## src/hw/rtl/assert_macros.svh

```systemverilog
// Assertion macros shared by the RTL of the echo spectrum block.
// Each macro samples on clk and is switched off while rst_n is low.
`ifndef ASSERT_MACROS_SVH
`define ASSERT_MACROS_SVH

// Check that the consequent holds in the same cycle as the antecedent
`define PTE_ASSERT_IMP(lbl, ante, cons) \
    lbl: assert property (@(posedge clk) disable iff (!rst_n) (ante) |-> (cons)) \
        else $error("same-cycle check failed");

// Check that the consequent holds in the cycle after the antecedent
`define PTE_ASSERT_NEXT(lbl, ante, cons) \
    lbl: assert property (@(posedge clk) disable iff (!rst_n) (ante) |=> (cons)) \
        else $error("next-cycle check failed");

`endif

```

## src/hw/rtl/pte_pkg.sv

```systemverilog
// Shared types, constants and the CORDIC angle table for the echo spectrum block.
// No dependencies; every RTL module imports it.
package pte_pkg;

    localparam int NUM_BINS_DEF    = 64;
    localparam int SINCOS_BITS_DEF = 16;

    localparam int CORDIC_STEPS = 24;
    localparam int CW           = 34;   // CORDIC x/y width
    localparam int ZW           = 33;   // CORDIC angle width
    localparam logic signed [CW-1:0] CORDIC_X0 = 34'sd652032874;

    localparam int ACC_W  = 48;
    localparam int PH_W   = 40;
    localparam int SQ_W   = 66;
    localparam int ROOT_W = SQ_W / 2;
    localparam int CS_W   = 17;
    localparam int PR_W   = 34;

    typedef enum logic [1:0] {
        REG_REF_RANGE = 2'd0,
        REG_CARRIER   = 2'd1,
        REG_BIN_RATE  = 2'd2,
        REG_NONE      = 2'd3
    } reg_idx_t;

    typedef struct packed {
        logic                 valid;
        logic                 flip;
        logic signed [CW-1:0] x;
        logic signed [CW-1:0] y;
        logic signed [ZW-1:0] z;
    } cordic_t;

    typedef struct packed {
        logic signed [ACC_W-1:0] re;
        logic signed [ACC_W-1:0] im;
    } acc_t;

    // arctan(2^-i) in turns, scaled by 2^32
    function automatic logic [31:0] atan_turn(input int idx);
        logic [31:0] v;
        unique case (idx)
            0:  v = 32'h20000000;
            1:  v = 32'h12E4051E;
            2:  v = 32'h09FB385B;
            3:  v = 32'h051111D4;
            4:  v = 32'h028B0D43;
            5:  v = 32'h0145D7E1;
            6:  v = 32'h00A2F61E;
            7:  v = 32'h00517C55;
            8:  v = 32'h0028BE53;
            9:  v = 32'h00145F2F;
            10: v = 32'h000A2F98;
            11: v = 32'h000517CC;
            12: v = 32'h00028BE6;
            13: v = 32'h000145F3;
            14: v = 32'h0000A2FA;
            15: v = 32'h0000517D;
            16: v = 32'h000028BE;
            17: v = 32'h0000145F;
            18: v = 32'h00000A30;
            19: v = 32'h00000518;
            20: v = 32'h0000028C;
            21: v = 32'h00000146;
            22: v = 32'h000000A3;
            23: v = 32'h00000051;
            default: v = 32'h0;
        endcase
        return v;
    endfunction

endpackage

```

## src/hw/rtl/pte_acc_cell.sv

```systemverilog
// One complex accumulator cell of the rotating bin ring.
// Depends on pte_pkg.
module pte_acc_cell
    import pte_pkg::*;
(
    input  logic clk,
    input  logic rst_n,
    input  logic shift,
    input  acc_t din,
    output acc_t dout
);

    acc_t val_reg;

    // Take the neighbor's value on every ring advance
    always_ff @(posedge clk or negedge rst_n)
    begin
        if (!rst_n)
        begin
            val_reg <= '0;
        end
        else if (shift)
        begin
            val_reg <= din;
        end
    end

    assign dout = val_reg;

endmodule

```

## config.mk

```make
export PLATFORM = sky130hd
export DESIGN_NAME = pte_acc_cell
export DESIGN_NICKNAME = d
export VERILOG_FILES = /design/src/hw/rtl/assert_macros.svh /design/src/hw/rtl/pte_pkg.sv /design/src/hw/rtl/pte_acc_cell.sv
export SDC_FILE = /design/constraint.sdc
export NUM_CORES = 1
export LEC_CHECK = 0
export BUFFER_PORTS_ARGS = -buffer_cell sky130_fd_sc_hd__buf_2
export CAP_MARGIN = 20
export CORE_MARGIN = 10
export CORE_UTILIZATION = 48
export CTS_BUF_LIST = sky130_fd_sc_hd__clkbuf_16
export CTS_CLUSTER_SIZE = 28
export DETAILED_ROUTE_END_ITERATION = 10
export PLACE_DENSITY = 0.92
export SLEW_MARGIN = 30
export SYNTH_ARGS = -nofsm -noshare
export SYNTH_HDL_FRONTEND = slang
export SYNTH_SLANG_ARGS = --single-unit
```

## constraint.sdc

```tcl
create_clock -name clk -period 2 [get_ports clk]
set_clock_uncertainty 0.2 [all_clocks]
set_input_delay 0.1 -clock clk [delete_from_list [all_inputs] [get_ports clk]]
set_output_delay 0.1 -clock clk [all_outputs]
set_load 0.05 [all_outputs]
```

==> flow_summary.ini, run 1 <==
[status]
firstError = [ERROR RSZ-0060] Max buffer count reached.
status = stopped before the end
haltStage = 4_1_cts

[synthesis]
syn_area_per_cell_sq_um = 18.5
synth_cell_types = 7
netlist_top_cells_area = dfrtp_1, mux2_2, mux2_4
netlist_area_sq_um = 3760
synth_nets = 302
syn_inst = 203
synthDominantCellAreaShare_pct = 63.8
yosysSeqAreaShare_pct = 63.8
ys_warn_count = 0
yosys.area.top_type = dfrtp_1
synth-seq-cells = 96

[cts]
cts_resized = 0
cts-buffers-inserted = 9
clockBufferDepth = 2
cts.sinks = 96
root_buffer = clkbuf_16
cts_hold_buf = 102
h-tree-depth = 3
post_cts_buffers = 0

[floorplan]
die_x_um = 109
dieHeight_um = 109
num_io_pins = 195
start_util_pct = 49.0
rows = 32

[placed_design]
port_buffers = 194
gp_congestion = 0.807
hpwl_mm = 7.38
place_inst = 492
cell families after synthesis:
family	Yosys count	share of synthesized area (%)
flops	96	63.8
buf+inv	11	3.49
mux	96	32.7
stage by stage:
stage               setup slack [ns]  utilization [%]  area, sq um
floorplan                      0.806                -         3760
global placement               0.735             62.5         4800
detailed placement             0.701             62.5         4800
Yosys cell counts:
master,n
buf_12,4
buf_2,5
buf_6,1
buf_8,1
dfrtp_1,96
mux2_2,56
mux2_4,40
==> run 2, diff against run 1 <==
--- a/config.mk
+++ b/config.mk
@@ -8,11 +8,9 @@
 export BUFFER_PORTS_ARGS = -buffer_cell sky130_fd_sc_hd__buf_2
 export CAP_MARGIN = 20
 export CORE_MARGIN = 10
-export CORE_UTILIZATION = 48
-export CTS_BUF_LIST = sky130_fd_sc_hd__clkbuf_16
-export CTS_CLUSTER_SIZE = 28
+export CORE_UTILIZATION = 40
 export DETAILED_ROUTE_END_ITERATION = 10
-export PLACE_DENSITY = 0.92
+export PLACE_DENSITY_LB_ADDON = 0.15
 export SLEW_MARGIN = 30
 export SYNTH_ARGS = -nofsm -noshare
 export SYNTH_HDL_FRONTEND = slang
==> flow_summary.ini, run 2 <==
[cts]
cts.sinks = 96
h-tree-depth = 3
cts_hold_buf = 104
clockBufferDepth = 2
cts-buffers-inserted = 9
post_cts_buffers = 0
root_buffer = clkbuf_8
cts_resized = 0
clk_pin_slew_ns = 0.09
cts_tree = done
clk_latency_ns = 0.36

[sta]
hold_viol_final = 0
tns_ns = 0
fin_crit_sh_pct = 77.5
drv_slew = 0
fin_crit_ns = 1.55
finalSetupViolations = 0
slew_headroom_pct = 71.4
timing.fmax_mhz = 645
rsz0062_at_grt = no
worst_pin_slew_ns = 0.429

[power_and_ir_drop]
p_per_area_nw_per_um2 = 842
ir_drop_v = 0.000356
leakage_nw = 3.02

[synthesis]
netlist_area_sq_um = 3760
synth-simple-area-share_pct = 0
synth_xor_area_share_pct = 0
syn_inst = 203
yosysSeqAreaShare_pct = 63.8
synthFlopType = dfrtp_1
synth-compound-area-share_pct = 0
synth_nets = 302
synth_top_family_by_area = multiplexers
synthTopCellsByCount = dfrtp_1, mux2_2, mux2_4
synthDominantCellAreaShare_pct = 63.8
synth_cell_types = 7
synth_edf_count = 0
synth-seq-cells = 96
synth.area.mux_share_pct = 32.7
synthAdderAreaFrac_pct = 0
async_flop_share_pct = 100
yosysMostFrequentCell = dfrtp_1
yosys.area.top_type = dfrtp_1
ys_warn_count = 0
syn_area_per_cell_sq_um = 18.5
netlist_top_cells_area = dfrtp_1, mux2_2, mux2_4

[finish]
layout-drive-gt1-share_pct = 60.9
final.fill_count = 670
fin_area_sq_um = 6080
largest_reg_flops = 96
areaGrowthSynthToFinish_pct = 61.6
most-common-layout-cells = buf_2, dlygate4sd3_1, dfrtp_1
nets = 606
final_common_cell = buf_2

[route]
via_per_inst = 4.58
drc_errors = 0
vias = 2866
wl_per_cell_um = 18.5
first_pass_iters = 3
drtAntennaViolNets = 0
drtIter0Drc = 106
wl_mm = 11.6

[setup_path]
crit_buf_inv = 3
path_cells = dlygate4sd3_1, buf_2, mux2_2, dlygate4sd3_1
cp_max_fo = 1
cp-start-kind = primary input
critPathCaptureType = register
critPathRequiredTime_ns = 2.03
path_delay_family = buffers and inverters
crit_top_cell = dlygate4sd3_1
slowest_stage = dlygate4sd3_1
critical-path-max-stage-delay_ns = 0.56
cp_data_arrival_time_ns = 1.58
crit_type = in2reg

[worst_hold_path]
min_path_type = in2async

[global_route]
use_met3_pct = 6.17
grt_overflow = 0
grt_pass1_wl_mm = 18.1
use_met1_pct = 18.6
use_met2_pct = 28.4
grt_max_degree = 47
grt_usage_pct = 16.9
grt_pass1_vias = 3407
grt-busiest-layer = met2
antenna_found_initial = 1

[floorplan]
num_io_pins = 195
dieHeight_um = 117
start_util_pct = 40.9
core_area_sq_um = 9200
die-area_sq_um = 13700
die_x_um = 117
rows = 35

[placed_design]
port_buffers = 194
dpl_cell_area_sq_um = 4830
gp_congestion = 0.709
hpwl_mm = 7.72

[status]
status = completed

[flow_run]
drv_cap = 0
## run 2: cell counts after synthesis
Identical to the previous run, type by type.
## run 2: report_power, final
| group | switching (W) | internal (W) |
|---|---|---|
| registers | 0.000102 | 0.00213 |
| logic | 0.00101 | 0.000575 |
| clock network | 0.000679 | 0.000620 |
## run 2: final timing paths
| check | start | endpoint | slack (ns) | depth (start not counted) |
|---|---|---|---|---|
| max | din[49] | dout[49] | 0.45 | 4 |
| min | rst_n | dout[17] | 0.05 | 2 |
| min in group clk | shift | dout[11] | 0.15 | 3 |
| max reg2reg | dout[55] | dout[55] | 0.46 | 2 |
| max in group asynchronous | rst_n | dout[85] | 0.94 | 3 |
| min reg2reg | dout[0] | dout[0] | 0.31 | 1 |
## run 2: metal layers
layer | part of all wire [%] | vias up
li1 | - | 1320
met1 | 38 | 1394
met2 | 50 | 129
met3 | 10 | 23
met4 | 2.6 | 0
met5 | 0 | -
## run 2: area by class of cell
| type | count | area [sq um] | share of cell area, % |
|---|---|---|---|
| Clock buffer | 10 | 138 | 2.26 |
| Clock inverter | 6 | 66.3 | 1.09 |
| Tap cell | 111 | 139 | 2.28 |
| Sequential cell | 96 | 2400 | 39.5 |
| Timing Repair Buffer | 304 | 2100 | 34.5 |
| Antenna cell | 3 | 7.51 | 0.123 |
| Multi-Input combinational cell | 96 | 1230 | 20.2 |
## run 2: cells by family (layout without fill, tap and decap cells)
kind of cell           count (synthesis)  in the layout
other                                  0              3
flip-flops                            96             96
buffers and inverters                 11            320
multiplexers                          96             96
## run 2: metrics by stage
stage	worst slack (ns)	hold WS (ns)	util, %	total power, W	instances
after global placement	0.723	-0.133	52.5	0.00367	503
after global routing	0.428	0.0765	66.1	0.00536	624
final	0.450	0.0515	66.1	0.00512	626
after CTS	0.483	0.0427	66.1	0.00518	623
after detailed placement	0.697	-0.122	52.5	0.00369	503
after floorplan	0.806	-0.396	-	0.00327	203
(Power assumes the default switching activity.)
==> run 3, diff against run 2 <==
==> constraint.sdc (replaced) <==
create_clock -name clk -period 1.4 [get_ports clk]
set_clock_uncertainty 0.2 [all_clocks]
set_input_delay 0.07 -clock clk [delete_from_list [all_inputs] [get_ports clk]]
set_output_delay 0.07 -clock clk [all_outputs]
set_load 0.05 [all_outputs]
==> flow_summary.ini, run 3 (synthesized netlist as in run 2, its figures left out) <==
[setup_path]
cp_max_fo = 2
crit_buf_inv = 1
rr_worst_depth = 1
critPathCaptureType = output pin
cp-start-kind = register
critPathRequiredTime_ns = 1.13
r2r_start = dout[8]
crit_type = reg2out
path_delay_family = flip-flops
slowest_stage = dfrtp_1
rr_endpoint = dout[8]
path_cells = buf_2
cp_data_arrival_time_ns = 1.02
rrSetupSlack_ns = 0.40
critical-path-max-stage-delay_ns = 0.39

[sta]
finalSetupViolations = 0
tns_ns = 0
rsz0062_at_grt = no
worst_pin_slew_ns = 0.336
timing.fmax_mhz = 773
hold_viol_final = 22
slew_headroom_pct = 77.6
drv_slew = 0
fin_crit_ns = 1.29
hold_ws_ns = -0.0477
fin_ws_ns = 0.106
fin_crit_sh_pct = 92.5

[global_route]
grt_pass1_vias = 3253
grt_pass1_wl_mm = 17.2
grt_overflow = 0
grt_usage_pct = 16.1
antenna_found_initial = 0
grt_max_degree = 47

[finish]
regArea_sq_um = 2400
finalCoreUtilization_pct = 65.3
fin_cells = 618
areaGrowthSynthToFinish_pct = 59.6
final_common_cell = buf_2
largest_reg_flops = 96
layout-drive-gt1-share_pct = 61.8
nets = 599
most-common-layout-cells = buf_2, dlygate4sd3_1, dfrtp_1
multiInputGateArea_sq_um = 1230
final.fill_count = 661

[worst_hold_path]
min_path_type = in2async

[route]
drc_errors = 0
via_per_inst = 4.58
wl_per_cell_um = 18.2
drtIter0Drc = 108
vias = 2829
first_pass_iters = 4
wl_mm = 11.2
drtAntennaViolNets = 0

[cts]
cts.sinks = 96
clockBufferDepth = 2
root_buffer = clkbuf_8
cts_resized = 0
cts-buffers-inserted = 9
h-tree-depth = 3
post_cts_buffers = 0
cts_hold_buf = 97
clk_latency_ns = 0.35
cts_tree = done
clk_pin_slew_ns = 0.10

[floorplan]
dieHeight_um = 117
core_area_sq_um = 9200
die_x_um = 117
rows = 35
start_util_pct = 40.9
die-area_sq_um = 13700
num_io_pins = 195

[power_and_ir_drop]
p_int_w = 0.00460
clock_power_share_pct = 24.0
leakage_nw = 2.99
comb_power_share_pct = 31.3
p_sw_share_pct = 35.6
ir_drop_v = 0.000587
p_per_area_nw_per_um2 = 1190
power.switching_w = 0.00254
pwr-share-seq_pct = 44.7

[placed_design]
gp_congestion = 0.732
place_inst = 503
pre_cts_ws_ns = 0.208
hpwl_mm = 7.62
port_buffers = 194

[flow_run]
drv_cap = 0

[status]
status = finished, violations left
violations = negative hold slack
[run 3: area by class of cell]
type | instances | area share [%]
antenna | 2 | 0.0833
clock inverter | 5 | 0.645
clock buffer | 11 | 2.52
sequential | 96 | 40.0
multi-input combinational | 96 | 20.5
tap | 111 | 2.31
timing repair buffer | 297 | 34.0
[run 3: power groups by stage]
stage / combinational, W / sequential [W] / clock [W]
after detailed placement: 0.00203 / 0.00324 / 0
after global placement: 0.00202 / 0.00323 / 0
after global routing: 0.00234 / 0.00323 / 0.00188
after CTS: 0.00225 / 0.00319 / 0.00179
final: 0.00224 / 0.00319 / 0.00172
after floorplan: 0.000442 / 0.00423 / 0
[run 3: how the worst max path moves through the flow]
stage	startpoint	to	slack (ns)	depth (start not counted)
floorplan	dout[10]	dout[10]	0.21	1
global placement	shift	dout[48]	0.24	3
detailed placement	shift	dout[70]	0.21	3
CTS	dout[37]	dout[37]	0.1	1
global route	dout[92]	dout[92]	0.08	1
finish	dout[8]	dout[8]	0.11	1
[run 3: per-stage QoR]
stage	area, sq um	power, W
floorplan	3760	0.00468
global placement	4840	0.00525
detailed placement	4840	0.00527
CTS	6000	0.00723
global route	6000	0.00745
finish	6010	0.00715
[run 3: layer usage]
metal	wire, um	global-route usage, %	part of all wire, %
met1	4290	17.9	38
met2	5540	27.0	49
met3	1110	5.81	9.9
met4	275	7.66	2.5
met5	0	0	0
