--- config.mk ---
export PLATFORM = sky130hd
export DESIGN_NAME = pte_isqrt
export DESIGN_NICKNAME = d
export VERILOG_FILES = /design/src/hw/rtl/assert_macros.svh /design/src/hw/rtl/pte_pkg.sv /design/src/hw/rtl/pte_isqrt.sv
export SDC_FILE = /design/constraint.sdc
export NUM_CORES = 1
export LEC_CHECK = 0
export ABC_AREA = 1
export BUFFER_PORTS_ARGS = -buffer_cell sky130_fd_sc_hd__buf_4
export CAP_MARGIN = 20
export CORE_MARGIN = 3
export CORE_UTILIZATION = 59
export DETAILED_ROUTE_END_ITERATION = 7
export GPL_ROUTABILITY_DRIVEN = 0
export HOLD_SLACK_MARGIN = 0.15
export PLACE_DENSITY = 0.83
export SYNTH_ARGS = -nofsm -noshare
export SYNTH_HDL_FRONTEND = slang
export SYNTH_SLANG_ARGS = --single-unit
--- constraint.sdc ---
create_clock -name clk -period 3.7 [get_ports clk]
set_input_delay 0 -clock clk [delete_from_list [all_inputs] [get_ports clk]]
set_output_delay 0 -clock clk [all_outputs]
set_load 0.05 [all_outputs]
--- src/hw/rtl/assert_macros.svh ---
// Assertion macros shared by the RTL of the echo spectrum block.
// Each macro samples on clk and is switched off while rst_n is low.
`ifndef ASSERT_MACROS_SVH
`define ASSERT_MACROS_SVH

// Check that the consequent holds in the same cycle as the antecedent
`define PTE_ASSERT_IMP(lbl, ante, cons) \
    lbl: assert property (@(posedge clk) disable iff (!rst_n) (ante) |-> (cons)) \
        else $error("same-cycle check failed");

// Check that the consequent holds in the cycle after the antecedent
`define PTE_ASSERT_NEXT(lbl, ante, cons) \
    lbl: assert property (@(posedge clk) disable iff (!rst_n) (ante) |=> (cons)) \
        else $error("next-cycle check failed");

`endif

--- src/hw/rtl/pte_pkg.sv ---
// Shared types, constants and the CORDIC angle table for the echo spectrum block.
// No dependencies; every RTL module imports it.
package pte_pkg;

    localparam int NUM_BINS_DEF    = 64;
    localparam int SINCOS_BITS_DEF = 16;

    localparam int CORDIC_STEPS = 24;
    localparam int CW           = 34;   // CORDIC x/y width
    localparam int ZW           = 33;   // CORDIC angle width
    localparam logic signed [CW-1:0] CORDIC_X0 = 34'sd652032874;

    localparam int ACC_W  = 48;
    localparam int PH_W   = 40;
    localparam int SQ_W   = 66;
    localparam int ROOT_W = SQ_W / 2;
    localparam int CS_W   = 17;
    localparam int PR_W   = 34;

    typedef enum logic [1:0] {
        REG_REF_RANGE = 2'd0,
        REG_CARRIER   = 2'd1,
        REG_BIN_RATE  = 2'd2,
        REG_NONE      = 2'd3
    } reg_idx_t;

    typedef struct packed {
        logic                 valid;
        logic                 flip;
        logic signed [CW-1:0] x;
        logic signed [CW-1:0] y;
        logic signed [ZW-1:0] z;
    } cordic_t;

    typedef struct packed {
        logic signed [ACC_W-1:0] re;
        logic signed [ACC_W-1:0] im;
    } acc_t;

    // arctan(2^-i) in turns, scaled by 2^32
    function automatic logic [31:0] atan_turn(input int idx);
        logic [31:0] v;
        unique case (idx)
            0:  v = 32'h20000000;
            1:  v = 32'h12E4051E;
            2:  v = 32'h09FB385B;
            3:  v = 32'h051111D4;
            4:  v = 32'h028B0D43;
            5:  v = 32'h0145D7E1;
            6:  v = 32'h00A2F61E;
            7:  v = 32'h00517C55;
            8:  v = 32'h0028BE53;
            9:  v = 32'h00145F2F;
            10: v = 32'h000A2F98;
            11: v = 32'h000517CC;
            12: v = 32'h00028BE6;
            13: v = 32'h000145F3;
            14: v = 32'h0000A2FA;
            15: v = 32'h0000517D;
            16: v = 32'h000028BE;
            17: v = 32'h0000145F;
            18: v = 32'h00000A30;
            19: v = 32'h00000518;
            20: v = 32'h0000028C;
            21: v = 32'h00000146;
            22: v = 32'h000000A3;
            23: v = 32'h00000051;
            default: v = 32'h0;
        endcase
        return v;
    endfunction

endpackage

--- src/hw/rtl/pte_isqrt.sv ---
// Iterative floor square root, two radicand bits per cycle.
// Depends on pte_pkg.
module pte_isqrt
    import pte_pkg::*;
(
    input  logic              clk,
    input  logic              rst_n,
    input  logic              start,
    input  logic [SQ_W-1:0]   radicand,
    output logic              done,
    output logic [ROOT_W-1:0] root
);

    localparam int ITERS = SQ_W / 2;
    localparam int IW    = $clog2(ITERS);
    localparam int RW    = ROOT_W + 2;

    logic              run_reg, run_next;
    logic              done_reg, done_next;
    logic [IW-1:0]     cnt_reg, cnt_next;
    logic [SQ_W-1:0]   rad_reg, rad_next;
    logic [RW-1:0]     rem_reg, rem_next;
    logic [ROOT_W-1:0] root_reg, root_next;
    logic [RW+1:0]     rem_sh;
    logic [RW+1:0]     trial;

    // One restoring step per cycle
    always_comb
    begin
        rem_sh    = {rem_reg, rad_reg[SQ_W-1 -: 2]};
        trial     = {2'b00, root_reg, 2'b01};
        run_next  = run_reg;
        done_next = 1'b0;
        cnt_next  = cnt_reg;
        rad_next  = rad_reg;
        rem_next  = rem_reg;
        root_next = root_reg;
        if (start)
        begin
            run_next  = 1'b1;
            cnt_next  = '0;
            rad_next  = radicand;
            rem_next  = '0;
            root_next = '0;
        end
        else if (run_reg)
        begin
            rad_next = {rad_reg[SQ_W-3:0], 2'b00};
            cnt_next = cnt_reg + 1'b1;
            if (rem_sh >= trial)
            begin
                rem_next  = RW'(rem_sh - trial);
                root_next = {root_reg[ROOT_W-2:0], 1'b1};
            end
            else
            begin
                rem_next  = RW'(rem_sh);
                root_next = {root_reg[ROOT_W-2:0], 1'b0};
            end
            if (cnt_reg == IW'(ITERS - 1))
            begin
                run_next  = 1'b0;
                done_next = 1'b1;
            end
        end
    end

    always_ff @(posedge clk or negedge rst_n)
    begin
        if (!rst_n)
        begin
            run_reg  <= 1'b0;
            done_reg <= 1'b0;
            cnt_reg  <= '0;
        end
        else
        begin
            run_reg  <= run_next;
            done_reg <= done_next;
            cnt_reg  <= cnt_next;
        end
    end

    always_ff @(posedge clk)
    begin
        rad_reg  <= rad_next;
        rem_reg  <= rem_next;
        root_reg <= root_next;
    end

    assign done = done_reg;
    assign root = root_reg;

endmodule

== After elaboration in Yosys (flattened, before gate mapping) ==
Index checks and enable logic that the tools add are counted.

* $add $sub $neg: 2
* Magnitude comparators: 1
* Equality and inequality tests: 1
* Muxes and demuxes: 12
* Reduce and logical (&&, ||, !) cells: 1

{| class="wikitable"
|+ Operators with widths
! operator !! count
|-
| 66-bit two-way mux || 2
|-
| 37-bit by 35-bit >= comparator with 1-bit output || 1
|-
| 35-bit two-way mux || 1
|-
| 35-bit subtractor || 1
|-
| 6-bit two-way mux || 2
|-
| 1-bit two-way mux || 7
|-
| 6-bit by 1-bit adder with 6-bit output, second input constant || 1
|-
| 6-bit equality test, second input constant || 1
|-
| 2-bit nonzero test || 1
|}

* Flip-flop bits (word level): 142
* Input port bits: 69
* Output and inout port bits: 34
* Word-level logic and storage cells: 23

== Longest topological paths before layout ==
* Word-level depth: 4
* Depth in mapped cells: 17
* Depth with buffers taken out: 16

== Worst setup path after synthesis ==
Ideal clock, no wire load.

* Path kind: register to register
* Start point: reg run_reg
* End point: reg rad_reg[0], enable pin
* Setup time: 0.457 ns
* Arrival time: 2.558 ns
* Path slack: 0.686 ns
* Cell stages (with the launch flop): 4
* Path buffers: 1
* Clock period less this slack: 3.014 ns
* Cells stage by stage: dfrtp_1 > nor2_1 > inv_1 > clkbuf_1

* Word-level cells in the longest chain between the ends: 1

{| class="wikitable"
|+ RTL lines
! element !! RTL line !! text
|-
| from (decl) || pte_isqrt.sv:18 || <nowiki>logic run_reg, run_next;</nowiki>
|-
| from (signal assigned) || pte_isqrt.sv:78 || <nowiki>run_reg <= run_next;</nowiki>
|-
| 2-bit nonzero test (no source line) || n/a ||
|-
| to (signal assigned) || pte_isqrt.sv:86 || <nowiki>rad_reg <= rad_next;</nowiki>
|-
| to (decl) || pte_isqrt.sv:21 || <nowiki>logic [SQ_W-1:0] rad_reg, rad_next;</nowiki>
|}

Every way passes these cells.
A chain may end at the register's enable or synchronous reset.

== Worst setup path in the final report ==
* Start point: reg root_reg[0] (netlist: root[0])
* End point: reg rem_reg[29]

* Word-level cells in the longest chain between the ends: 2
* Elaborated cells between the ends (all ways): 3
* Those cells by class: add/sub: 1; order compare: 1; mux: 1

{| class="wikitable"
|+ RTL lines
! element !! RTL line !! text
|-
| from (decl) || pte_isqrt.sv:23 || <nowiki>logic [ROOT_W-1:0] root_reg, root_next;</nowiki>
|-
| from (signal assigned) || pte_isqrt.sv:88 || <nowiki>root_reg <= root_next;</nowiki>
|-
| 35-bit subtractor / 37-bit by 35-bit >= comparator with 1-bit output (equally long branches) || pte_isqrt.sv:52, pte_isqrt.sv:50 ||
|-
| 35-bit two-way mux (*) || pte_isqrt.sv:50 || <nowiki>if (rem_sh >= trial)</nowiki>
|-
| to (signal assigned) || pte_isqrt.sv:87 || <nowiki>rem_reg <= rem_next;</nowiki>
|-
| to (decl) || pte_isqrt.sv:22 || <nowiki>logic [RW-1:0] rem_reg, rem_next;</nowiki>
|}

Mark *: on every way between the ends. The rest lies on a longest branch, timed or not.

==> results by group <==
Clocking
  – Number of buffers inserted during clock tree synthesis: 17
  – Maximum number of buffers from clock root to sink: 2
  – Post-CTS Resized: 0
  – Clock sink total: 142
  – Clock tree from TritonCTS: yes
  – Clk slew on worst S/H paths: 0.07 ns
  – Worst-skew pair later-pin latency: 0.43 ns
  – Clock Root Buffer: clkbuf_16
  – # H-tree levels: 4

Detailed routing
  – Total number of vias: 8760
  – Post-detailed-route DRC marker count: 0
  – Routed wire length per instance: 16.08 microns
  – Via/cell ratio: 5.489
  – Total length of routed wires: 25660 microns
  – Drt first pass iters: 5
  – First DRT Iteration DRCs: 868
  – Antenna viol nets, final: 0

Synth
  – Share of the yosys chip area belonging to registers: 40.94%
  – Post-synthesis cell count: 1245
  – Number of synthesis warnings: 0
  – Count of unique library cells instantiated by Yosys: 40
  – Number of flip-flops and latches in the synthesized netlist: 142
  – Number of nets produced by synthesis: 1351
  – Dominant cell type by area after synthesis: nand2_1
  – Area contributors post-synth: nand2_1, edfxtp_1, dfxtp_1
  – Avg Inst Size Synth: 6.951 sq um
  – Area share of the largest cell type after synthesis: 24.77%
  – Cell area after technology mapping: 8655 sq um

Critical path
  – Largest fanout on the critical path: 36
  – Crit path max-delay family: simple AND/OR/NAND/NOR gates
  – Element type at the critical path start: flop
  – Worst EP required: 4.08 ns
  – Stage delay of the slowest cell on the critical path: 0.42 ns
  – Ordered list of cells on the worst path: inv_1 > ha_1 > o21ai_1 > nand2_2 > nand2_1 > nand2_2 > nand2_1 > nand3_2 > nand2_2 > nand2_4 > nand2_1 > nand2_1 > nand2_1 > nand2_1
  – Category of the most critical setup path: flop to flop
  – Critical path endpoint category: flop
  – Crit path buf inv count: 1
  – Most common cell type on the critical path: nand2_1
  – Cell type of the slowest stage on the worst timing path: ha_1
  – Crit path DAT: 2.88 ns

Floorplan
  – I/O pin count: 103
  – Die extent in y: 127.1 microns
  – Standard cell core area: 14100 sq um
  – Full die area: 16160 sq um
  – Num rows: 43
  – Starting density of the core: 61.40%
  – Width of the die: 127.1 microns

Place
  – Cell area reported after detailed placement: 9487 sq um
  – Number of cells after detailed placement: 1495
  – Port bufs: 102
  – HPWL Detailed: 14870 microns
  – Post-place setup slack: 1.283 ns

Global routing
  – Aggregate global routing overflow: 0
  – Vias in the first global route: 8549
  – Wire length of the first global-routing pass: 42370 microns
  – Initial antenna violation count: 0
  – Global-route total usage across every layer: 32.50%
  – Pin count of the biggest net entering global routing: 72

Cells and area
  – Final Core Density: 76.77%
  – Final std cells w/o fill: 1596
  – Number of nets in the layout: 1509
  – Number of flip-flops under the largest register name: 66
  – Layout cells sized above 1: 13.21%
  – Synthesis-to-layout area growth: 25.04%
  – Number of antenna diodes: 0
  – Cell area after layout: 10820 sq um

Pwr
  – Switching pwr: 3.873 mW
  – Share of total power in combinational logic: 53.7%
  – Total Power: 8.391 mW
  – IR Drop Worst-Case VDD: 0.0005587 V
  – Clock share of power: 22.0%
  – Internal Pwr Total: 4.519 mW
  – Sequential power share: 24.3%
  – Leakage power: 5.700 nW
  – Total power density per cell area: 775.4 nW/um^2
  – Net Sw Frac: 46.15%

Hold path
  – Worst hold-check path type: primary input to flop

Timing
  – Relative slew slack: 30.56%
  – Share of the clock period used by the worst path after layout: 67.64%
  – Transition time at the pin with the least slew margin: 1.040 ns
  – Final setup viols: 0
  – Max frequency: 399.6 MHz
  – Setup repair after global routing missed its margin: false
  – Shortest period the worst path allows: 2.503 ns
  – Post-route worst hold slack: 0.2372 ns
  – Max-slew violation count: 0
  – Total negative setup slack: 0 ns
  – Number of hold violations in the final report: 0
  – Min setup slack post-route: 1.197 ns
  – Skew final: 0.01225 ns

Status
  – Run status: complete, no violations

Run
  – Max_cap viols: 0
==> cells by family after synthesis <==
kind of cell | synth area share [%]
and+or+nand+nor | 37.07
buffers and inverters | 9.816
DFF | 40.94
AOI/OAI and AO/OA | 5.306
adders and majority gates | 5.349
xor gates and xnor gates | 1.518
==> worst reg2reg max path, stage by stage, from the launching register on <==
cell and delay [ns]:
dfxtp_1 0.33, inv_1 0.09, ha_1 0.42, o21ai_1 0.12, nand2_2 0.14, nand2_1 0.09
nand2_2 0.12, nand2_1 0.10, nand3_2 0.10, nand2_2 0.08, nand2_4 0.34, nand2_1 0.28
nand2_1 0.13, nand2_1 0.06, nand2_1 0.05
==> final cells by class <==
cell class / count / area, sq um
clock buffers: 18 / 429.2
well taps: 180 / 225.2
repair buffers: 177 / 1519
fillers: 976 / 3274
flip-flops and latches: 142 / 3543
multi-input cells: 895 / 4267
inverters: 170 / 640.6
clock inverters: 14 / 197.7
==> synthesized netlist by cell type <==
| master | instances |
|---|---|
| dfxtp_1 | 68 |
| or2_1 | 1 |
| a21oi_1 | 25 |
| o21bai_1 | 4 |
| xnor2_1 | 2 |
| buf_6 | 5 |
| a21boi_0 | 1 |
| nor2_4 | 4 |
| a21oi_2 | 2 |
| nor3_1 | 5 |
| nand3_2 | 4 |
| nor2_2 | 9 |
| buf_12 | 1 |
| o21ai_0 | 10 |
| nor3_2 | 2 |
| nand2_4 | 1 |
| clkbuf_1 | 19 |
| dfrtp_1 | 8 |
| nand3_1 | 74 |
| o22ai_1 | 32 |
| nand4_1 | 8 |
| nor3b_1 | 1 |
| o21ai_1 | 3 |
| and3_1 | 2 |
| or2_2 | 1 |
| a211oi_1 | 1 |
| and2_1 | 7 |
| nand2_2 | 10 |
| a31oi_1 | 1 |
| inv_1 | 168 |
| edfxtp_1 | 66 |
| xor2_1 | 13 |
| buf_1 | 7 |
| nand3b_2 | 9 |
| buf_2 | 3 |
| nor2_1 | 55 |
| inv_2 | 2 |
| nand2_1 | 571 |
| buf_4 | 3 |
| ha_1 | 37 |
==> power groups by stage <==
| stage | logic [mW] | registers (mW) | clock network [mW] |
|---|---|---|---|
| 6_report | 4.51 | 2.04 | 1.84 |
| 5_1_grt | 5.10 | 2.06 | 1.92 |
| 4_1_cts | 4.38 | 2.02 | 1.84 |
| 3_5_place_dp | 4.28 | 2.05 | 0 |
| 3_3_place_gp | 4.22 | 2.05 | 0 |
| 2_1_floorplan | 3.41 | 2.05 | 0 |
==> timing repair <==
action / in CTS / in global routing
hold buffers: 68 / 0
endpoints found under the hold margin: 74 / 0
setup buffers: 0 / 0
==> cell usage in the layout (no fill, tap or decap), types with 8 or more instances in the layout <==
cell / synthesis / final
nand4_1: 8 / 8
nand2_1: 571 / 571
edfxtp_1: 66 / 66
dlygate4sd3_1: 0 / 68
o21ai_0: 10 / 10
nor2_1: 55 / 53
dfxtp_1: 68 / 68
dfrtp_1: 8 / 8
nand2_2: 10 / 10
ha_1: 37 / 37
clkbuf_16: 0 / 17
inv_1: 168 / 167
nand3b_2: 9 / 9
a21oi_1: 25 / 25
xor2_1: 13 / 13
nand3_1: 74 / 74
nor2_2: 9 / 11
o22ai_1: 32 / 32
buf_4: 3 / 108
==> metal layers <==
| metal | GRT usage (%) | routed length (microns) | vias up |
|---|---|---|---|
| li1 | - | - | 4211 |
| met1 | 39.50 | 10100 | 3989 |
| met2 | 54.36 | 12320 | 467 |
| met3 | 7.567 | 2153 | 93 |
| met4 | 16.09 | 1090 | 0 |
| met5 | 0 | 0 | - |
==> worst paths after layout <==
kind / from / to / cells after the start / slack [ns]
worst min register to register: rem_reg[34] / rem_reg[34] / 2 / 0.46
worst max-delay path: root[0] / rem_reg[29] / 14 / 1.20
min in group asynchronous: rst_n / done / 3 / 0.61
max in group asynchronous: rst_n / cnt_reg[2] / 3 / 2.78
worst min-delay path: start / rad_reg[22] / 3 / 0.24
worst max register to register: root[0] / rem_reg[29] / 14 / 1.20
(Power assumes the default switching activity.)
