--- config.mk ---
export PLATFORM = sky130hd
export DESIGN_NAME = pte_cordic_cell
export DESIGN_NICKNAME = d
export VERILOG_FILES = /design/src/hw/rtl/assert_macros.svh /design/src/hw/rtl/pte_pkg.sv /design/src/hw/rtl/pte_cordic_cell.sv
export SDC_FILE = /design/constraint.sdc
export NUM_CORES = 1
export LEC_CHECK = 0
export ABC_AREA = 1
export BUFFER_PORTS_ARGS = -buffer_cell sky130_fd_sc_hd__buf_4
export CORE_ASPECT_RATIO = 1.2
export CORE_MARGIN = 1.5
export CORE_UTILIZATION = 27
export DETAILED_ROUTE_END_ITERATION = 7
export PLACE_DENSITY = 0.55
export SYNTH_ARGS = -nofsm -noshare
export SYNTH_HDL_FRONTEND = slang
export SYNTH_SLANG_ARGS = --single-unit
--- constraint.sdc ---
create_clock -name clk -period 0.8 [get_ports clk]
set_clock_uncertainty 0.05 [all_clocks]
set_input_delay 0.08 -clock clk [delete_from_list [all_inputs] [get_ports clk]]
set_output_delay 0.08 -clock clk [all_outputs]
set_load 0.1 [all_outputs]
--- src/hw/rtl/assert_macros.svh ---
// Assertion macros shared by the RTL of the echo spectrum block.
// Each macro samples on clk and is switched off while rst_n is low.
`ifndef ASSERT_MACROS_SVH
`define ASSERT_MACROS_SVH

// Check that the consequent holds in the same cycle as the antecedent
`define PTE_ASSERT_IMP(lbl, ante, cons) \
    lbl: assert property (@(posedge clk) disable iff (!rst_n) (ante) |-> (cons)) \
        else $error("same-cycle check failed");

// Check that the consequent holds in the cycle after the antecedent
`define PTE_ASSERT_NEXT(lbl, ante, cons) \
    lbl: assert property (@(posedge clk) disable iff (!rst_n) (ante) |=> (cons)) \
        else $error("next-cycle check failed");

`endif

--- src/hw/rtl/pte_pkg.sv ---
// Shared types, constants and the CORDIC angle table for the echo spectrum block.
// No dependencies; every RTL module imports it.
package pte_pkg;

    localparam int NUM_BINS_DEF    = 64;
    localparam int SINCOS_BITS_DEF = 16;

    localparam int CORDIC_STEPS = 24;
    localparam int CW           = 34;   // CORDIC x/y width
    localparam int ZW           = 33;   // CORDIC angle width
    localparam logic signed [CW-1:0] CORDIC_X0 = 34'sd652032874;

    localparam int ACC_W  = 48;
    localparam int PH_W   = 40;
    localparam int SQ_W   = 66;
    localparam int ROOT_W = SQ_W / 2;
    localparam int CS_W   = 17;
    localparam int PR_W   = 34;

    typedef enum logic [1:0] {
        REG_REF_RANGE = 2'd0,
        REG_CARRIER   = 2'd1,
        REG_BIN_RATE  = 2'd2,
        REG_NONE      = 2'd3
    } reg_idx_t;

    typedef struct packed {
        logic                 valid;
        logic                 flip;
        logic signed [CW-1:0] x;
        logic signed [CW-1:0] y;
        logic signed [ZW-1:0] z;
    } cordic_t;

    typedef struct packed {
        logic signed [ACC_W-1:0] re;
        logic signed [ACC_W-1:0] im;
    } acc_t;

    // arctan(2^-i) in turns, scaled by 2^32
    function automatic logic [31:0] atan_turn(input int idx);
        logic [31:0] v;
        unique case (idx)
            0:  v = 32'h20000000;
            1:  v = 32'h12E4051E;
            2:  v = 32'h09FB385B;
            3:  v = 32'h051111D4;
            4:  v = 32'h028B0D43;
            5:  v = 32'h0145D7E1;
            6:  v = 32'h00A2F61E;
            7:  v = 32'h00517C55;
            8:  v = 32'h0028BE53;
            9:  v = 32'h00145F2F;
            10: v = 32'h000A2F98;
            11: v = 32'h000517CC;
            12: v = 32'h00028BE6;
            13: v = 32'h000145F3;
            14: v = 32'h0000A2FA;
            15: v = 32'h0000517D;
            16: v = 32'h000028BE;
            17: v = 32'h0000145F;
            18: v = 32'h00000A30;
            19: v = 32'h00000518;
            20: v = 32'h0000028C;
            21: v = 32'h00000146;
            22: v = 32'h000000A3;
            23: v = 32'h00000051;
            default: v = 32'h0;
        endcase
        return v;
    endfunction

endpackage

--- src/hw/rtl/pte_cordic_cell.sv ---
// One rotation cell of the pipelined CORDIC chain.
// Depends on pte_pkg.
module pte_cordic_cell
    import pte_pkg::*;
#(
    parameter int STEP = 0
)
(
    input  logic    clk,
    input  logic    rst_n,
    input  cordic_t din,
    output cordic_t dout
);

    logic [31:0]          ang;
    logic signed [CW-1:0] xs;
    logic signed [CW-1:0] ys;
    cordic_t              cell_reg, cell_next;

    assign ang = atan_turn(STEP);
    assign xs  = din.x >>> STEP;
    assign ys  = din.y >>> STEP;

    // Rotate toward zero residual angle
    always_comb
    begin
        cell_next = din;
        if (din.z >= 0)
        begin
            cell_next.x = din.x - ys;
            cell_next.y = din.y + xs;
            cell_next.z = din.z - $signed({1'b0, ang});
        end
        else
        begin
            cell_next.x = din.x + ys;
            cell_next.y = din.y - xs;
            cell_next.z = din.z + $signed({1'b0, ang});
        end
    end

    always_ff @(posedge clk or negedge rst_n)
    begin
        if (!rst_n)
        begin
            cell_reg <= '0;
        end
        else
        begin
            cell_reg <= cell_next;
        end
    end

    assign dout = cell_reg;

endmodule

# Word level (Yosys, flattened, before mapping)
# Cells that the tools add are included.
# totals
output_inout_bits	103
ff_bits	103
elab_cells	12
inputBits	105
# op_classes
addsub	5
mux	1
order_cmp	1
# op_table
operator	n
2-to-1 mux 101 bit	1
subtractor 34 bit	2
adder 34 bit	1
adder 33 x 31 -> 33 bit (second input constant)	1
>= comparator 33 x 1 -> 1 bit (second input constant)	1
subtractor 33 x 31 -> 33 bit (second input constant)	1

# Depth between registers and ports, before layout
# Gate-level depths: netlist (run 1).
# depth
depth_word	2
depth_mapped	17
depth_no_buf	16

# Worst setup path before layout (run 1)
# OpenSTA, ideal clock, no wires.
# synth_path
path_kind	input port to flip-flop
from	input din[33] in the netlist's numbering
to	register cell_reg (netlist bit dout[65])
slack_ns	-0.911
setup_time_ns	0.117
arrival_ns	1.543
required_time_ns	0.633
stages	13
path_buffers	0
cell_sequence	ha_1 -> fa_1 -> nand2_1 -> nand2_1 -> and2_1 -> nand3_1 -> nand2_1 -> nand2_1 -> nand2_2 -> nand2_1 -> nand3_1 -> nand3_1 -> nand2_1
# synth_lines
element	line_no	text
start: declaration	pte_cordic_cell.sv:11	input cordic_t din,
end signal: assignment	pte_cordic_cell.sv:50	cell_reg <= cell_next;
end: declaration	pte_cordic_cell.sv:18	cordic_t cell_reg, cell_next;

==> results of run 1 <==
[cells in the mapped netlist (2+ instances only)]
| library cell | count |
|---|---|
| a21o_1 | 3 |
| a21oi_1 | 117 |
| a21oi_2 | 2 |
| a31oi_1 | 2 |
| and2_1 | 2 |
| buf_2 | 9 |
| buf_4 | 26 |
| buf_6 | 3 |
| clkbuf_1 | 8 |
| dfrtp_1 | 102 |
| fa_1 | 4 |
| ha_1 | 102 |
| inv_1 | 235 |
| inv_2 | 10 |
| nand2_1 | 458 |
| nand2_2 | 12 |
| nand3_1 | 157 |
| nand3b_1 | 3 |
| nand4_1 | 15 |
| nor2_1 | 131 |
| nor2_2 | 12 |
| nor3_1 | 13 |
| nor3_2 | 2 |
| nor4_1 | 3 |
| o211ai_1 | 2 |
| o21a_1 | 2 |
| o21ai_0 | 84 |
| o21ai_1 | 7 |
| o21ai_2 | 5 |
| o21bai_1 | 12 |
| o22ai_1 | 5 |
| or2_1 | 2 |
| or2_2 | 2 |
| xor2_1 | 25 |
[final timing paths]
| check | start | endpoint | cells past startpoint | slack [ns] |
|---|---|---|---|---|
| worst max-delay path | din[67] | dout[87] | 12 | -0.71 |
| worst min-delay path | din[30] | dout[30] | 2 | -0.07 |
| max in group asynchronous | rst_n | dout[33] | 3 | 0.19 |
| min in group asynchronous | rst_n | dout[1] | 3 | 0.19 |
[layout make-up]
cell class	count	area (µm²)	area share [%]
inverters	246	1074	5.313
clock buffers	10	239.0	1.183
well taps	474	593.1	2.935
clock inverters	6	72.57	0.3592
repair buffers	635	6287	31.12
multi-input cells	1188	9260	45.83
flip-flops and latches	102	2679	13.26
[stage by stage]
step,std cells,power [mW]
after floorplan,1583,16.80
after global placement,2542,22.39
after CTS,2622,30.46
after detailed placement,2542,22.49
after global routing,2661,33.37
final,2661,31.88
[cell families (layout without fill, tap and decap cells)]
group                    count (synthesis)  after routing
AO/OA/AOI/OAI                          243            243
XOR/XNOR                                25             25
flip-flops                             102            102
buffers and inverters                  293            897
AND/OR/NAND/NOR                        814            814
adder cells (fa/ha/maj)                106            106
[critical path, delay by kind of cell]
family	cells	cell delay [ns]
adder cells (fa/ha/maj)	2	0.57
AO/OA/AOI/OAI	2	0.37
buffers and inverters	2	0.13
AND/OR/NAND/NOR	6	0.56
[metal layers]
| metal | vias to the layer above | wire [µm] |
|---|---|---|
| met1 | 6008 | 18880 |
| li1 | 6214 | - |
| met2 | 418 | 22140 |
| met3 | 110 | 2111 |
| met5 | - | 0 |
| met4 | 0 | 1897 |
[power by group]
| group | leakage (nW) | total (mW) | switching [mW] | internal (mW) |
|---|---|---|---|---|
| Combinational | 8.41 | 20.4 | 12.6 | 7.81 |
| Sequential | 1.10 | 6.49 | 0.516 | 5.97 |
| Clock | 0.156 | 4.98 | 2.41 | 2.57 |
| Total | 9.66 | 31.9 | 15.5 | 16.4 |
[timing repair]
item	in CTS	in global routing
endpoints found under the setup margin	168	168
resized for setup	591	331
pin swaps	147	142
hold buffers	34	1
endpoints found under the hold margin	138	3
setup buffers	37	52
==> metrics.txt, run 1 <==
# TYPE chip_impl_metric gauge
chip_impl_info{name="outcome",value="complete, but fails checks"} 1
chip_impl_info{name="violations",value="negative hold slack, negative setup slack"} 1
chip_impl_metric{name="synth_top_area_share",unit="%"} 25.28
chip_impl_metric{name="grt_first_pass_wirelength",unit="µm"} 68530
chip_impl_info{name="netlist_top_cells_area",value="dfrtp_1 (25%), nand2_1 (17%), ha_1 (13%), inv_1 (8.7%), nand3_1 (7.8%)"} 1
chip_impl_metric{name="placed_wire_length_estimate",unit="µm"} 35420
chip_impl_info{name="tritoncts",value="done"} 1
chip_impl_metric{name="slew_headroom",unit="%"} 71.54
chip_impl_metric{name="synth.avg_cell_area",unit="µm²"} 6.379
chip_impl_metric{name="finalCritPeriodShare",unit="%"} 188.7
chip_impl_metric{name="cts.reportedPaths.clkPinSlew",unit="ns"} 0.07
chip_impl_info{name="criticalPathCategory",value="in2reg"} 1
chip_impl_metric{name="design_area",unit="µm²"} 20200
chip_impl_metric{name="synth_adder_area_share",unit="%"} 13.43
chip_impl_metric{name="irDropWorstVdd",unit="mV"} 1.051
chip_impl_info{name="rsz0062_at_grt",value="true"} 1
chip_impl_info{name="worst_path_max_delay_cell",value="fa_2"} 1
chip_impl_metric{name="synth_simple_gate_area_share",unit="%"} 33.93
chip_impl_info{name="yosysTopAreaCell",value="dfrtp_1"} 1
chip_impl_metric{name="synth_fp_nets",unit=""} 1794
chip_impl_metric{name="dr.pass1.iters",unit=""} 6
chip_impl_metric{name="post_synth_inst_count",unit=""} 1583
chip_impl_metric{name="finalCriticalPeriod",unit="ns"} 1.510
chip_impl_metric{name="cts-htree-levels",unit=""} 3
chip_impl_metric{name="numPortBuffers",unit=""} 207
chip_impl_metric{name="routed_wirelength",unit="µm"} 45030
chip_impl_metric{name="crit_arrival",unit="ns"} 1.72
chip_impl_info{name="synth_top_family_by_area",value="simple AND/OR/NAND/NOR gates"} 1
chip_impl_metric{name="postSynthRegisterBits",unit=""} 102
chip_impl_metric{name="grt_util_all_layers",unit="%"} 22.62
chip_impl_metric{name="avgViaCountPerCell",unit=""} 4.791
chip_impl_metric{name="power_per_cell_area",unit="nW/µm²"} 1578
chip_impl_metric{name="antenna_found_initial",unit=""} 0
chip_impl_info{name="worst_hold_path_type",value="in2reg"} 1
chip_impl_metric{name="mappedNetlistArea",unit="µm²"} 10100
chip_impl_metric{name="numCtsBuffers",unit=""} 9
chip_impl_metric{name="via_count_of_the_first_global_routing_pass",unit=""} 12919
chip_impl_metric{name="largest_register_ffs",unit=""} 102
chip_impl_info{name="gr-max-usage-layer",value="met2"} 1
chip_impl_metric{name="diodes",unit=""} 0
chip_impl_metric{name="post_drt_wl_per_cell",unit="µm"} 16.92
chip_impl_metric{name="placed_cell_area",unit="µm²"} 15570
chip_impl_metric{name="layout-drive-gt1-share",unit="%"} 60.08
chip_impl_metric{name="area_added_between_synthesis_and_finish",unit="%"} 100.1
chip_impl_info{name="layout_commonest_cell",value="buf_4"} 1
chip_impl_metric{name="grt_use_met1",unit="%"} 28.16
chip_impl_metric{name="fin_setup_tns",unit="ns"} -68.43
chip_impl_metric{name="critical_path.max_fanout",unit=""} 4
chip_impl_info{name="critical_path.endpoint_type",value="register"} 1
chip_impl_metric{name="clock_tree.buffer_depth",unit=""} 2
chip_impl_metric{name="globalRouteOverflowTotal",unit=""} 0
chip_impl_info{name="timing.critical_path.cells",value="buf_12, inv_8, ha_4, fa_2, o21ai_4, a21oi_2, nand2_2, nand2_1, nand3_1, nand2_1, nand3_1, nand2_2"} 1
chip_impl_metric{name="slew_violations",unit=""} 0
chip_impl_metric{name="design.die.area",unit="µm²"} 38570
chip_impl_metric{name="synth_seq_area_share",unit="%"} 25.28
chip_impl_metric{name="number_of_vias_after_detailed_routing",unit=""} 12750
chip_impl_metric{name="placementRows",unit=""} 77
chip_impl_metric{name="first_iter_violations",unit=""} 663
chip_impl_metric{name="io_pins",unit=""} 208
chip_impl_metric{name="synth_enable_flop_cells",unit=""} 0
chip_impl_metric{name="max_clock_freq",unit="MHz"} 662.3
chip_impl_metric{name="post-route-util",unit="%"} 54.76
chip_impl_info{name="yosys_most_used_dff",value="dfrtp_1"} 1
chip_impl_metric{name="netlist-cell-type-count",unit=""} 40
chip_impl_metric{name="nets",unit=""} 2393
chip_impl_metric{name="yosys.area_share.xor_xnor",unit="%"} 2.169
chip_impl_metric{name="ys.warnings.count",unit=""} 0
chip_impl_info{name="clock_tree.root_cell",value="clkbuf_16"} 1
chip_impl_metric{name="die_x",unit="µm"} 179.5
chip_impl_metric{name="synth_compound_gate_area_share",unit="%"} 12.95
chip_impl_metric{name="chipHeight",unit="µm"} 214.8
chip_impl_metric{name="critPathRequiredTime",unit="ns"} 1.01
chip_impl_metric{name="global_route.usage.met2",unit="%"} 39.17
chip_impl_metric{name="fin_hold_ws",unit="ns"} -0.06569
chip_impl_metric{name="dpl_worst_slack",unit="ns"} -1.295
chip_impl_metric{name="route.detailed.drc",unit=""} 0
chip_impl_metric{name="cellLeakagePower",unit="nW"} 9.662
chip_impl_metric{name="synth.mux.area_fraction",unit="%"} 0
chip_impl_metric{name="timing_worst_slew_pin_value",unit="ns"} 0.4225
chip_impl_metric{name="cap_violations",unit=""} 0
chip_impl_info{name="worst_setup_path_start_kind",value="input port"} 1
chip_impl_metric{name="final.fill_count",unit=""} 3325
chip_impl_metric{name="final_antenna_net_count",unit=""} 0
chip_impl_metric{name="starting_density_of_the_core",unit="%"} 27.36
chip_impl_metric{name="timing.final.hold_violations",unit=""} 2
chip_impl_metric{name="clock_sinks",unit=""} 102
chip_impl_metric{name="critical-path-max-stage-delay",unit="ns"} 0.42
chip_impl_metric{name="routabilityCongestion",unit=""} 0.8943
chip_impl_metric{name="synth-async-reset-ratio",unit="%"} 100.0
chip_impl_metric{name="setup_viol",unit=""} 167
chip_impl_info{name="final_cell_mix",value="buf_4 (387), nand2_1 (289), inv_1 (160)"} 1
chip_impl_metric{name="maximum_number_of_pins_on_one_net_before_global_route_repair",unit=""} 50
chip_impl_metric{name="met3_usage",unit="%"} 2.559
chip_impl_metric{name="post-route-worst-setup-slack",unit="ns"} -0.7099
chip_impl_metric{name="coreArea",unit="µm²"} 36900
Note: power is estimated with default switching activity, not from simulation.
==> run 2, diff against run 1 <==
Settings changed: REMOVE_ABC_BUFFERS set to 1.
==> metrics.txt, run 2 (synthesized netlist as in run 1, its figures left out) <==
# TYPE chip_impl_metric gauge
chip_impl_metric{name="holdPathStages",unit=""} 3
chip_impl_metric{name="route.detailed.drc",unit=""} 0
chip_impl_info{name="hp-start",value="din[67]"} 1
chip_impl_metric{name="grt_util_all_layers",unit="%"} 22.55
chip_impl_metric{name="clock_tree.buffer_depth",unit=""} 2
chip_impl_metric{name="finalCriticalPeriod",unit="ns"} 1.471
chip_impl_metric{name="critical_path.max_fanout",unit=""} 8
chip_impl_metric{name="placed_wire_length_estimate",unit="µm"} 35650
chip_impl_metric{name="chipHeight",unit="µm"} 214.8
chip_impl_metric{name="routabilityCongestion",unit=""} 0.9753
chip_impl_metric{name="final_antenna_net_count",unit=""} 0
chip_impl_metric{name="p_seq_share",unit="%"} 20.3
chip_impl_metric{name="area_added_between_synthesis_and_finish",unit="%"} 95.72
chip_impl_info{name="rsz0062_at_grt",value="true"} 1
chip_impl_metric{name="placementRows",unit=""} 77
chip_impl_metric{name="slew_headroom",unit="%"} 70.53
chip_impl_metric{name="first_iter_violations",unit=""} 569
chip_impl_metric{name="timing.final.hold_violations",unit=""} 3
chip_impl_info{name="clock_tree.root_cell",value="clkbuf_16"} 1
chip_impl_metric{name="critical-path-max-stage-delay",unit="ns"} 0.38
chip_impl_info{name="worst_setup_path_start_kind",value="input port"} 1
chip_impl_metric{name="max_clock_freq",unit="MHz"} 679.9
chip_impl_metric{name="cts.reportedPaths.clkPinSlew",unit="ns"} 0.07
chip_impl_metric{name="placed_cells_incl_taps",unit=""} 2526
chip_impl_metric{name="cts-htree-levels",unit=""} 3
chip_impl_metric{name="power_per_cell_area",unit="nW/µm²"} 1591
chip_impl_info{name="final_cell_mix",value="buf_4 (399), nand2_1 (291), inv_1 (168)"} 1
chip_impl_metric{name="numPortBuffers",unit=""} 207
chip_impl_metric{name="finalCritPeriodShare",unit="%"} 183.9
chip_impl_metric{name="slew_violations",unit=""} 0
chip_impl_metric{name="design_area",unit="µm²"} 19760
chip_impl_metric{name="cap_violations",unit=""} 0
chip_impl_metric{name="largest_register_ffs",unit=""} 102
chip_impl_metric{name="globalRouteOverflowTotal",unit=""} 0
chip_impl_info{name="outcome",value="complete, but fails checks"} 1
chip_impl_info{name="violations",value="negative hold slack, negative setup slack"} 1
chip_impl_metric{name="critPathRequiredTime",unit="ns"} 1.01
chip_impl_metric{name="clock_sinks",unit=""} 102
chip_impl_info{name="timing.critical_path.cells",value="buf_4, inv_1, ha_4, nand2_4, o21ai_1, nand2_1, nand2_2, a21oi_2, or2_1, nand3_1, nand2_1"} 1
chip_impl_metric{name="coreArea",unit="µm²"} 36900
chip_impl_metric{name="number_of_vias_after_detailed_routing",unit=""} 12533
chip_impl_metric{name="timing_worst_slew_pin_value",unit="ns"} 0.4374
chip_impl_info{name="criticalPathCategory",value="in2reg"} 1
chip_impl_info{name="critical_path.endpoint_type",value="register"} 1
chip_impl_metric{name="avgViaCountPerCell",unit=""} 4.764
chip_impl_metric{name="post_drt_wl_per_cell",unit="µm"} 17.27
chip_impl_metric{name="layout-drive-gt1-share",unit="%"} 55.59
chip_impl_metric{name="instances_no_fill",unit=""} 2631
chip_impl_metric{name="design.die.area",unit="µm²"} 38570
chip_impl_info{name="critical_path_most_common_cell",value="nand2_1"} 1
chip_impl_metric{name="cellLeakagePower",unit="nW"} 9.618
chip_impl_info{name="timing.critical_path.max_delay_family",value="simple AND/OR/NAND/NOR gates"} 1
chip_impl_metric{name="routed_wirelength",unit="µm"} 45440
chip_impl_metric{name="grt_first_pass_wirelength",unit="µm"} 68190
chip_impl_metric{name="maximum_number_of_pins_on_one_net_before_global_route_repair",unit=""} 32
chip_impl_metric{name="irDropWorstVdd",unit="mV"} 1.113
chip_impl_metric{name="p_int",unit="mW"} 15.99
chip_impl_metric{name="power.switching_fraction",unit="%"} 49.15
chip_impl_info{name="whs_endpoint",value="dout[33]"} 1
chip_impl_metric{name="post-route-util",unit="%"} 53.56
chip_impl_metric{name="clockPowerShare",unit="%"} 15.9
chip_impl_metric{name="post-route-worst-setup-slack",unit="ns"} -0.6708
chip_impl_metric{name="fin_hold_ws",unit="ns"} -0.07004
chip_impl_info{name="tritoncts",value="done"} 1
chip_impl_info{name="layout_commonest_cell",value="buf_4"} 1
chip_impl_metric{name="starting_density_of_the_core",unit="%"} 27.36
chip_impl_metric{name="antenna_found_initial",unit=""} 1
chip_impl_metric{name="setup_viol",unit=""} 167
chip_impl_info{name="worst_hold_path_type",value="in2reg"} 1
chip_impl_metric{name="cp.buffers_inverters",unit=""} 2
chip_impl_metric{name="diodes",unit=""} 0
chip_impl_info{name="worst_path_max_delay_cell",value="ha_4"} 1
chip_impl_metric{name="nets",unit=""} 2363
chip_impl_metric{name="placed_cell_area",unit="µm²"} 14370
chip_impl_metric{name="numCtsBuffers",unit=""} 9
chip_impl_metric{name="die_x",unit="µm"} 179.5
chip_impl_metric{name="io_pins",unit=""} 208
chip_impl_metric{name="p_sw",unit="mW"} 15.45
chip_impl_metric{name="crit_arrival",unit="ns"} 1.68
chip_impl_metric{name="power.share.combinational",unit="%"} 63.8
chip_impl_metric{name="via_count_of_the_first_global_routing_pass",unit=""} 12604
chip_impl_metric{name="dr.pass1.iters",unit=""} 5
[run 2: changes by cell type in the layout (fill, tap and decap cells not counted), moves of 12 or more]
cell and delta:
a21oi_1 -12, buf_4 +12, buf_6 -54, buf_8 +17
dfrtp_1 +98, dfrtp_2 -97
[run 2: area by class of cell]
| cell class | instances | area [µm²] |
|---|---|---|
| flip-flops and latches | 102 | 2554 |
| well taps | 474 | 593.1 |
| fillers | 3436 | 17140 |
| clock inverters | 7 | 102.6 |
| repair buffers | 605 | 5934 |
| inverters | 246 | 998.5 |
| multi-input cells | 1188 | 9355 |
| clock buffers | 9 | 225.2 |
[run 2: power by group through the flow]
stage          logic (mW)  registers (mW)  clock network [mW]
2_1_floorplan        4.13            11.4                   0
6_report             20.0            6.39                5.00
5_1_grt              21.0            6.46                5.33
3_3_place_gp         14.9            6.19                   0
3_5_place_dp         15.0            6.19                   0
4_1_cts              17.2            6.21                5.18
[run 2: what timing repair did]
item,4_1_cts,5_1_grt
gates resized for setup,491,678
endpoints found under the hold margin,138,4
hold buffers,33,1
setup endpoints to repair,168,169
setup buffers,24,41
pin swaps,99,219
[run 2: worst max-delay path by stage]
stage | startpoint | slack (ns) | to | cells after the start
after floorplan | din[32] | -1.15 | dout[32] | 5
after global placement | din[35] | -1.37 | dout[57] | 17
after detailed placement | din[35] | -1.39 | dout[65] | 17
after CTS | din[48] | -0.62 | dout[57] | 14
after global routing | din[48] | -0.74 | dout[91] | 14
final | din[46] | -0.67 | dout[86] | 11
[run 2: per-stage QoR]
stage	total power [mW]	worst slack, ns	setup TNS (ns)
after floorplan	15.48	-1.150	-80.15
after global placement	21.11	-1.367	-80.02
after detailed placement	21.18	-1.386	-80.28
after CTS	28.55	-0.6220	-69.80
after global routing	32.84	-0.7437	-72.48
final	31.44	-0.6708	-64.83
[run 2: metal layers]
| layer | wire length, µm | up-vias | share of wire (%) | global-route usage [%] |
|---|---|---|---|---|
| li1 | - | 6151 | - | - |
| met1 | 18490 | 6009 | 41 | 26.60 |
| met2 | 23970 | 306 | 53 | 41.45 |
| met3 | 1536 | 65 | 3.4 | 2.762 |
| met4 | 1425 | 2 | 3.1 | 8.333 |
| met5 | 10 | - | 0.022 | 0 |
